`src/rtl/sndag_pkg.sv`:
```
// Shared types and constants for the strided N-dimensional copy address generator.
// No dependencies; imported by sndag_cell and the top level.
package sndag_pkg;

	// Default geometry, handed down through the top-level parameters
	localparam int DEF_MAX_DIMS   = 4;
	localparam int DEF_COORD_BITS = 16;
	localparam int DEF_ADDR_BITS  = 32;

	// Fixed widths of the register file and the result ports
	localparam int CFG_BITS      = 64;
	localparam int CFG_IDX_BITS  = 3;
	localparam int NUM_DIMS_BITS = 3;
	localparam int BASE_BITS     = 32;
	localparam int OUT_BITS      = 32;

	// Register reset values
	localparam logic [NUM_DIMS_BITS-1:0] NUM_DIMS_RST = NUM_DIMS_BITS'(1);
	localparam logic [CFG_BITS-1:0]      EXTENTS_RST  = 64'h0001_0001_0001_0001;

	// Register indexes
	typedef enum logic [CFG_IDX_BITS-1:0] {
		REG_NUM_DIMS,
		REG_BOX_EXTENTS,
		REG_SOURCE_ORIGIN,
		REG_DEST_ORIGIN,
		REG_SOURCE_PITCHES,
		REG_DEST_PITCHES,
		REG_SOURCE_BASE,
		REG_DEST_BASE
	} cfg_reg_t;

	// What an item does as it walks the cell row
	typedef enum logic [1:0] {
		OP_START,  // load origins, accumulate origin * pitch
		OP_STEP,   // ripple an increment with carries
		OP_HOLD    // box already done: pass the pair through unchanged
	} op_t;

	// Control that travels with an item from cell to cell
	typedef struct packed {
		logic valid;
		op_t  op;
		logic carry_s;  // increment into this dimension, source side
		logic carry_d;  // increment into this dimension, destination side
		logic last;     // all source coordinates so far sit on their last value
	} tok_ctl_t;

endpackage

```
`src/rtl/sndag_cell.sv`:
```
// One dimension of the address walk: source and destination coordinates of that
// dimension, its offset products, and one register stage toward the next cell. Uses sndag_pkg.
module sndag_cell #(
	parameter int IDX        = 0,
	parameter int MAX_DIMS   = sndag_pkg::DEF_MAX_DIMS,
	parameter int COORD_BITS = sndag_pkg::DEF_COORD_BITS,
	parameter int ADDR_BITS  = sndag_pkg::DEF_ADDR_BITS
) (
	input  logic                                  clk,
	input  logic                                  arst_n,
	input  logic [$clog2(MAX_DIMS+1)-1:0]         nd,
	input  logic [COORD_BITS-1:0]                 extent,
	input  logic [COORD_BITS-1:0]                 s_org,
	input  logic [COORD_BITS-1:0]                 d_org,
	input  logic [COORD_BITS-1:0]                 s_pitch,
	input  logic [COORD_BITS-1:0]                 d_pitch,
	input  sndag_pkg::tok_ctl_t                   ctl_in,
	input  logic [ADDR_BITS-1:0]                  s_off_in,
	input  logic [ADDR_BITS-1:0]                  d_off_in,
	output sndag_pkg::tok_ctl_t                   ctl_out,
	output logic [ADDR_BITS-1:0]                  s_off_out,
	output logic [ADDR_BITS-1:0]                  d_off_out
);
	import sndag_pkg::*;

	localparam int DW = $clog2(MAX_DIMS+1);
	localparam int PW = 2*COORD_BITS + 1;

	logic                  active, is_top;
	logic [COORD_BITS:0]   ext_full;
	logic [COORD_BITS-1:0] s_pit_eff, d_pit_eff;
	logic [COORD_BITS-1:0] s_end, d_end, s_endm1;
	logic [PW-1:0]         s_wp, d_wp, s_sp, d_sp;
	logic [ADDR_BITS-1:0]  s_wprod_q, d_wprod_q, s_sprod_q, d_sprod_q;
	logic [COORD_BITS-1:0] s_coord_q, d_coord_q, s_coord_d, d_coord_d;
	logic [COORD_BITS-1:0] s_nxt, d_nxt;
	logic                  s_wrap, d_wrap;
	tok_ctl_t              ctl_d, ctl_q;
	logic [ADDR_BITS-1:0]  s_off_d, d_off_d, s_off_q, d_off_q;

	// Place of this cell among the dimensions in use
	assign active = DW'(IDX) < nd;
	assign is_top = DW'(IDX + 1) == nd;

	// Extent of zero counts as 2^COORD_BITS; dimension 0 has unit stride
	assign ext_full  = {(extent == '0), extent};
	assign s_pit_eff = (IDX == 0) ? COORD_BITS'(1) : s_pitch;
	assign d_pit_eff = (IDX == 0) ? COORD_BITS'(1) : d_pitch;
	assign s_end     = s_org + extent;
	assign d_end     = d_org + extent;
	assign s_endm1   = s_end - COORD_BITS'(1);

	// Products from static configuration, registered
	assign s_wp = ext_full * s_pit_eff;
	assign d_wp = ext_full * d_pit_eff;
	assign s_sp = s_org * s_pit_eff;
	assign d_sp = d_org * d_pit_eff;

	always_ff @(posedge clk) begin
		s_wprod_q <= ADDR_BITS'(s_wp);
		d_wprod_q <= ADDR_BITS'(d_wp);
		s_sprod_q <= ADDR_BITS'(s_sp);
		d_sprod_q <= ADDR_BITS'(d_sp);
	end

	// Coordinate update and offset contribution of this dimension
	always_comb begin
		s_nxt     = s_coord_q + COORD_BITS'(1);
		d_nxt     = d_coord_q + COORD_BITS'(1);
		s_coord_d = s_coord_q;
		d_coord_d = d_coord_q;
		s_off_d   = s_off_in;
		d_off_d   = d_off_in;
		s_wrap    = 1'b0;
		d_wrap    = 1'b0;
		ctl_d     = ctl_in;
		if (ctl_in.valid) begin
			unique case (ctl_in.op)
				OP_START: begin
					s_coord_d = s_org;
					d_coord_d = d_org;
					if (active) begin
						s_off_d = s_off_in + s_sprod_q;
						d_off_d = d_off_in + d_sprod_q;
					end
				end
				OP_STEP: begin
					if (active && ctl_in.carry_s) begin
						s_wrap    = !is_top && (s_nxt == s_end);
						s_coord_d = s_wrap ? s_org : s_nxt;
						s_off_d   = s_off_in + ADDR_BITS'(s_pit_eff)
							- (s_wrap ? s_wprod_q : '0);
					end
					if (active && ctl_in.carry_d) begin
						d_wrap    = !is_top && (d_nxt == d_end);
						d_coord_d = d_wrap ? d_org : d_nxt;
						d_off_d   = d_off_in + ADDR_BITS'(d_pit_eff)
							- (d_wrap ? d_wprod_q : '0);
					end
				end
				default: ;  // hold: nothing moves
			endcase
		end
		ctl_d.carry_s = s_wrap;
		ctl_d.carry_d = d_wrap;
		// last-element test runs on source coordinates only
		if (ctl_in.valid && active && (ctl_in.op == OP_START || ctl_in.op == OP_STEP))
			ctl_d.last = ctl_in.last && (s_coord_d == s_endm1);
	end

	// Coordinate and token registers
	always_ff @(posedge clk or negedge arst_n) begin
		if (!arst_n) begin
			s_coord_q <= '0;
			d_coord_q <= '0;
			ctl_q     <= '0;
		end else begin
			s_coord_q <= s_coord_d;
			d_coord_q <= d_coord_d;
			ctl_q     <= ctl_d;
		end
	end

	always_ff @(posedge clk) begin
		s_off_q <= s_off_d;
		d_off_q <= d_off_d;
	end

	assign ctl_out   = ctl_q;
	assign s_off_out = s_off_q;
	assign d_off_out = d_off_q;

endmodule

```
`config.mk`:
```
export PLATFORM = sky130hd
export DESIGN_NAME = sndag_cell
export DESIGN_NICKNAME = d
export VERILOG_FILES = /design/src/rtl/sndag_pkg.sv /design/src/rtl/sndag_cell.sv
export SDC_FILE = /design/constraint.sdc
export NUM_CORES = 1
export LEC_CHECK = 0
export BUFFER_PORTS_ARGS = -buffer_cell sky130_fd_sc_hd__buf_2
export CAP_MARGIN = 20
export CORE_MARGIN = 3
export CORE_UTILIZATION = 42
export DETAILED_ROUTE_END_ITERATION = 8
export PLACE_DENSITY = 0.62
export SYNTH_ARGS = -nofsm -noshare
export SYNTH_HDL_FRONTEND = slang
export SYNTH_SLANG_ARGS = --single-unit
```
`constraint.sdc`:
```
create_clock -name clk -period 9.5 [get_ports clk]
set_clock_uncertainty 0.15 [all_clocks]
set_input_delay 0 -clock clk [delete_from_list [all_inputs] [get_ports clk]]
set_output_delay 0 -clock clk [all_outputs]
set_load 0.02 [all_outputs]
```
==> After elaboration in Yosys (flattened, before gate mapping) <==
Index checks and enable logic that the tools add are counted.
{ "totals": {"regBits": 151, "input_bits": 155, "output_inout_bits": 70, "wordCells": 67} }
{ "classes": {"add_sub_neg": 11, "magnitude_cmp": 1, "eq_ne": 6, "muxes": 24, "reduce_logical": 13} }
{ "op_table": {"columns": ["cell", "count"], "rows": [
  ["$mux W32", 6],
  ["$pmux W32 S2", 2],
  ["$mux W16", 5],
  ["$add A32 B1 Y32 const B", 2],
  ["$add A32 B16 Y32", 2],
  ["$pmux W16 S2", 2],
  ["$sub A32 B17 Y32", 2],
  ["$eq A16 B16 Y1", 3],
  ["$mux W17", 2],
  ["$add A16 B1 Y16 const B", 2],
  ["$add A16 B16 Y16", 2],
  ["$logic_not A16 Y1", 1],
  ["$sub A16 B1 Y16 const B", 1],
  ["$logic_and A1 B1 Y1", 7],
  ["$mux W1", 7],
  ["$eq A1 B3 Y1 const A", 1],
  ["$lt A1 B3 Y1 const A", 1],
  ["$reduce_and A3 Y1", 1],
  ["$eq A2 B1 Y1 const B", 1],
  ["$logic_not A2 Y1", 1],
  ["$ne A2 B2 Y1 const B", 1],
  ["$reduce_bool A2 Y1", 1],
  ["$logic_not A1 Y1", 1],
  ["$logic_or A1 B1 Y1", 1]
]} }

==> Depth between registers and ports, before layout <==
{ "depth": {"word_depth": 10, "mapped_depth": 35, "mapped_depth_nobuf": 34} }

==> Worst setup path after synthesis <==
Ideal clock, no wire load.
{ "synth_path": {"path_type": "register -> register", "from": "reg d_coord_q[0]", "to": "reg d_off_q[30], in the netlist d_off_out[30]", "setup_time_ns": 0.131, "t_arrival_ns": 6.910, "t_required_ns": 9.219, "setup_slack_ns": 2.309, "path_stages_with_launch": 32, "n_path_buf": 2, "synth_period_minus_slack_ns": 7.191, "path_cell_list": "dfrtp_1 -> ha_1 -> and3_1 -> and3_1 -> nand3_1 -> xnor2_1 -> nor3_1 -> a2111oi_0 -> o2111ai_1 -> a211o_1 -> or4b_1 -> nor4_2 -> clkbuf_1 -> clkbuf_1 -> nand2_1 -> ha_1 -> ha_1 -> a21o_1 -> a21o_1 -> a21o_1 -> a21oi_1 -> o21ai_0 -> a211o_1 -> a21o_1 -> a31o_2 -> o221ai_1 -> o21ai_0 -> a21oi_1 -> o21ai_0 -> and4b_1 -> a21oi_1 -> o21ai_0"} }
{ "synth_via": {"elab_chain_len": 8} }
{ "synth_rtl": {"columns": ["item", "line_no", "source"], "rows": [
  ["start, declared", "sndag_cell.sv:35", "logic [COORD_BITS-1:0] s_coord_q, d_coord_q, s_coord_d, d_coord_d;"],
  ["start signal, assigned", "sndag_cell.sv:119", "d_coord_q <= d_coord_d;"],
  ["$add A16 B1 Y16", "sndag_cell.sv:69", "d_nxt = d_coord_q + COORD_BITS'(1);"],
  ["$eq A16 B16 Y1", "sndag_cell.sv:95", "d_wrap = !is_top && (d_nxt == d_end);"],
  ["$logic_and A1 B1 Y1", "sndag_cell.sv:95", null],
  ["$mux W17", "sndag_cell.sv:98", "- (d_wrap ? d_wprod_q : '0);"],
  ["$sub A32 B17 Y32", "sndag_cell.sv:98", null],
  ["$mux W32", "sndag_cell.sv:94", "if (active && ctl_in.carry_d) begin"],
  ["$pmux W32 S2", "sndag_cell.sv:78", "unique case (ctl_in.op)"],
  ["$mux W32", "sndag_cell.sv:77", "if (ctl_in.valid) begin"],
  ["net d_off_d[30]", "sndag_cell.sv:39", "logic [ADDR_BITS-1:0] s_off_d, d_off_d, s_off_q, d_off_q;"],
  ["end signal, assigned", "sndag_cell.sv:126", "d_off_q <= d_off_d;"],
  ["end, declared", "sndag_cell.sv:39", null]
]} }
The timed path passes the listed nets, and every way through them passes these cells.
A chain may end at the register's enable or synchronous reset.

==> Final worst setup path <==
{ "layout_path": {"from": "in s_org[0]", "to": "reg s_off_q[31], in the netlist s_off_out[31]"} }
{ "layout_via": {"elab_chain_len": 8} }
{ "layout_rtl": {"columns": ["item", "line_no", "source"], "rows": [
  ["start, declared", "sndag_cell.sv:13", "input logic [COORD_BITS-1:0] s_org,"],
  ["$add A16 B16 Y16", "sndag_cell.sv:49", "assign s_end = s_org + extent;"],
  ["$eq A16 B16 Y1", "sndag_cell.sv:89", "s_wrap = !is_top && (s_nxt == s_end);"],
  ["$logic_and A1 B1 Y1", "sndag_cell.sv:89", null],
  ["$mux W17", "sndag_cell.sv:92", "- (s_wrap ? s_wprod_q : '0);"],
  ["$sub A32 B17 Y32", "sndag_cell.sv:92", null],
  ["$mux W32", "sndag_cell.sv:88", "if (active && ctl_in.carry_s) begin"],
  ["$pmux W32 S2", "sndag_cell.sv:78", null],
  ["$mux W32", "sndag_cell.sv:77", null],
  ["net s_off_d[31]", "sndag_cell.sv:39", null],
  ["end signal, assigned", "sndag_cell.sv:125", "s_off_q <= s_off_d;"],
  ["end, declared", "sndag_cell.sv:39", null]
]} }
The timed path passes the listed nets, and every way through them passes these cells.

==> flow_summary.ini <==
[synth]
synth_flop_cell = sky130_fd_sc_hd__dfxtp_1
netlist_instances = 1759
synth_async_sr_flop_share = 0.252
synth_edf_count = 0
synthesis.area_per_instance_um2 = 8.05
synth.yosys.seq_area_share = 0.227
synth_nets = 2107
synth_warnings = 0
ys_ff_latch = 151
yosysUniqueCellTypes = 88
netlist_area_um2 = 14200

[placement]
place.port_buffers = 192
place.detailed.hpwl_um = 37200
dp.cells = 2348
dpl-instance-area_um2 = 15600
globalplace.congestion = 0.948

[power_and_ir_drop]
power_density_nw_per_um2 = 138
p_switching_uw = 913
seq_power_share = 0.314
leakagePower_uw = 0.00783
p_sw_frac = 0.381
power.internal_uw = 1480
vdd_drop_max_v = 0.000135
comb_power_share = 0.404
share_clk_of_total_power = 0.282

[clock_tree]
clock_slew_at_the_register_clock_pins_of_the_worst_setup_and_hold_paths_ns = 0.07
clk_latency_ns = 0.46
h-tree-depth = 4
cts-buffers-inserted = 17
ctsResizeCount = 0
clkSinkCount = 151
clk_root_buffer_cell = sky130_fd_sc_hd__clkbuf_16
cts_tree = built
cts_max_path_buffers = 2

[routing]
antenna_left = 0
route.vias.total = 14600
drt-pass1-iter-count = 7
drt-wirelength-per-cell_um = 19.8
vias_per_cell = 5.82
drc = 0
routed_wl_um = 49700
drt_first_iter_violations = 1241

[setup_path]
critPathSlowestCell = sky130_fd_sc_hd__nor3_4
timing.critical_path.slowest_cell_delay_ns = 0.65
timing.critical_path.fanout_max = 17
end_kind = flop
cp-start-kind = primary input
r2r_slack_ns = 1.16
setup.worst_path.class = in -> reg
crit_arrival_ns = 8.77
crit_top_cell = sky130_fd_sc_hd__a21oi_1
worst-endpoint-required_ns = 9.68

[die]
die_w_um = 190
die_y_um = 190
coreArea_um2 = 32900
io_pins = 225
die_area_um2 = 36000
start_util = 0.431
site_rows = 66

[global_route]
grt.overflow.total = 0
antenna_violations_before_repair = 1
first_global_vias = 13900
grt_max_degree = 65
grtUsageTotal = 0.270
grt_pass1_wl_um = 76500

[timing]
setup_viols_final = 0
grt_setup_unrepaired = false
report.final.slew_viol_count = 0
report.final.hold_viol_count = 0
setup-tns-final_ns = 0
final_cycle_utilization_of_the_critical_path = 0.903
period_needed_ns = 8.58
timing_worst_slew_pin_value_ns = 1.07
slew_headroom = 0.287
fmax_mhz = 117

[finish]
finalInstanceArea_um2 = 17400
mostFrequentLayoutCell = sky130_fd_sc_hd__buf_2
finish.cell_count_without_fillers = 2507
filler_cell_count = 3144
post_route_cells_drive_above_1_share = 0.129
syn_to_final_growth_pct = 22.9
commonest_non_fill_non_tap_cells_in_the_layout = sky130_fd_sc_hd__buf_2, sky130_fd_sc_hd__ha_1, sky130_fd_sc_hd__a21oi_1, sky130_fd_sc_hd__nand2_1
final_nets = 2396

[worst_hold_path]
holdCritPathClass = in -> reg

[status]
outcome = finished, final reports clean

[job]
cap_violations = 0
==> final cells by class <==
cell class	instances	area, um^2	share of cell area
well taps	442	553	0.0318
multi-input cells	1454	10400	0.597
clock inverters	14	139	0.00798
flip-flops and latches	151	3210	0.185
diodes	4	10.0	0.000575
repair buffers	334	2330	0.134
inverters	90	338	0.0194
clock buffers	18	429	0.0247
==> critical path, delay by kind of cell <==
kind / cells / cell delay [ns]
AO/OA/AOI/OAI: 14 / 3.40
AND/OR/NAND/NOR: 7 / 2.18
buffers and inverters: 5 / 1.37
adder cells (fa/ha/maj): 5 / 1.41
XOR/XNOR: 3 / 0.43
==> metrics by stage <==
| stage | total power (uW) | hold WS [ns] | setup WS [ns] | utilization |
|---|---|---|---|---|
| 5_1_grt | 2530 | 0.0656 | 0.416 | 0.529 |
| 2_1_floorplan | 1420 | -0.446 | 2.31 | - |
| 3_3_place_gp | 1660 | -0.00410 | 1.64 | 0.475 |
| 6_report | 2400 | 0.0702 | 0.919 | 0.530 |
| 4_1_cts | 2390 | 0.0381 | 1.02 | 0.529 |
| 3_5_place_dp | 1670 | -0.00764 | 1.58 | 0.475 |
==> flip-flops by register name (all words and copies together), names as in the netlist <==
| name | count |
|---|---|
| s_sprod_q | 16 |
| d_off_out | 32 |
| s_coord_q | 16 |
| ctl_out | 6 |
| d_coord_q | 16 |
| s_off_out | 32 |
| d_wprod_q | 17 |
| d_sprod_q | 16 |
==> Yosys cell counts, types with 6 or more instances <==
cell type / count / area share
sky130_fd_sc_hd__a211o_1: 8 / 0.0049
sky130_fd_sc_hd__a211oi_1: 16 / 0.0085
sky130_fd_sc_hd__a21o_1: 56 / 0.030
sky130_fd_sc_hd__a21oi_1: 165 / 0.058
sky130_fd_sc_hd__a221oi_1: 6 / 0.0037
sky130_fd_sc_hd__a22o_1: 31 / 0.019
sky130_fd_sc_hd__a22oi_1: 12 / 0.0064
sky130_fd_sc_hd__a31oi_1: 9 / 0.0040
sky130_fd_sc_hd__and2_1: 10 / 0.0044
sky130_fd_sc_hd__and3_1: 31 / 0.014
sky130_fd_sc_hd__clkbuf_1: 54 / 0.014
sky130_fd_sc_hd__dfrtp_1: 38 / 0.067
sky130_fd_sc_hd__dfxtp_1: 113 / 0.16
sky130_fd_sc_hd__fa_1: 6 / 0.0085
sky130_fd_sc_hd__ha_1: 187 / 0.17
sky130_fd_sc_hd__inv_1: 90 / 0.024
sky130_fd_sc_hd__mux2i_1: 8 / 0.0057
sky130_fd_sc_hd__nand2_1: 148 / 0.039
sky130_fd_sc_hd__nand2b_1: 10 / 0.0044
sky130_fd_sc_hd__nand3_1: 62 / 0.022
sky130_fd_sc_hd__nand4_1: 12 / 0.0053
sky130_fd_sc_hd__nor2_1: 108 / 0.029
sky130_fd_sc_hd__nor2b_1: 15 / 0.0066
sky130_fd_sc_hd__nor3_1: 33 / 0.012
sky130_fd_sc_hd__nor4_1: 11 / 0.0049
sky130_fd_sc_hd__o211ai_1: 10 / 0.0053
sky130_fd_sc_hd__o21a_1: 8 / 0.0042
sky130_fd_sc_hd__o21ai_0: 96 / 0.034
sky130_fd_sc_hd__o21ai_1: 19 / 0.0067
sky130_fd_sc_hd__o21bai_1: 21 / 0.011
sky130_fd_sc_hd__o221ai_1: 7 / 0.0043
sky130_fd_sc_hd__o22ai_1: 30 / 0.013
sky130_fd_sc_hd__o32ai_1: 10 / 0.0062
sky130_fd_sc_hd__or3_1: 20 / 0.0088
sky130_fd_sc_hd__xnor2_1: 123 / 0.076
sky130_fd_sc_hd__xor2_1: 62 / 0.038
==> logic make-up after synthesis <==
group | synth area share
buffers and inverters | 0.0415
AO/OA/AOI/OAI | 0.265
multiplexers | 0.00804
flip-flops | 0.227
XOR/XNOR | 0.118
adder cells (fa/ha/maj) | 0.174
AND/OR/NAND/NOR | 0.167
==> timing repair <==
item,in CTS,in global routing
setup buffers,0,0
endpoints found under the hold margin,185,0
hold buffers,123,0
==> power groups by stage <==
stage / logic (uW) / registers, uW / clock network (uW)
CTS: 957 / 751 / 687
global placement: 900 / 764 / 0
global route: 1060 / 759 / 713
floorplan: 634 / 782 / 0
finish: 967 / 753 / 677
detailed placement: 911 / 764 / 0
==> routing by layer <==
layer	share of wire	up-vias	GRT usage
met3	0.073	101	0.0431
met2	0.45	568	0.439
li1	-	7026	-
met1	0.44	6887	0.362
met4	0.031	2	0.102
met5	0.00022	-	0
==> worst paths after layout <==
| kind | start | endpoint | cells after the start |
|---|---|---|---|
| max | s_org[0] | s_off_out[31]$_DFF_P_ | 34 |
| min | d_org[12] | d_sprod_q[12]$_DFF_P_ | 2 |
| max reg2reg | s_coord_q[0]$_DFF_PN0_ | s_off_out[31]$_DFF_P_ | 30 |
| min reg2reg | d_coord_q[1]$_DFFE_PN0P_ | d_coord_q[1]$_DFFE_PN0P_ | 2 |
| max in group asynchronous | arst_n | s_coord_q[11]$_DFF_PN0_ | 2 |
| min in group asynchronous | arst_n | d_coord_q[13]$_DFFE_PN0P_ | 2 |
No activity file was read; power rests on OpenSTA's default activity.
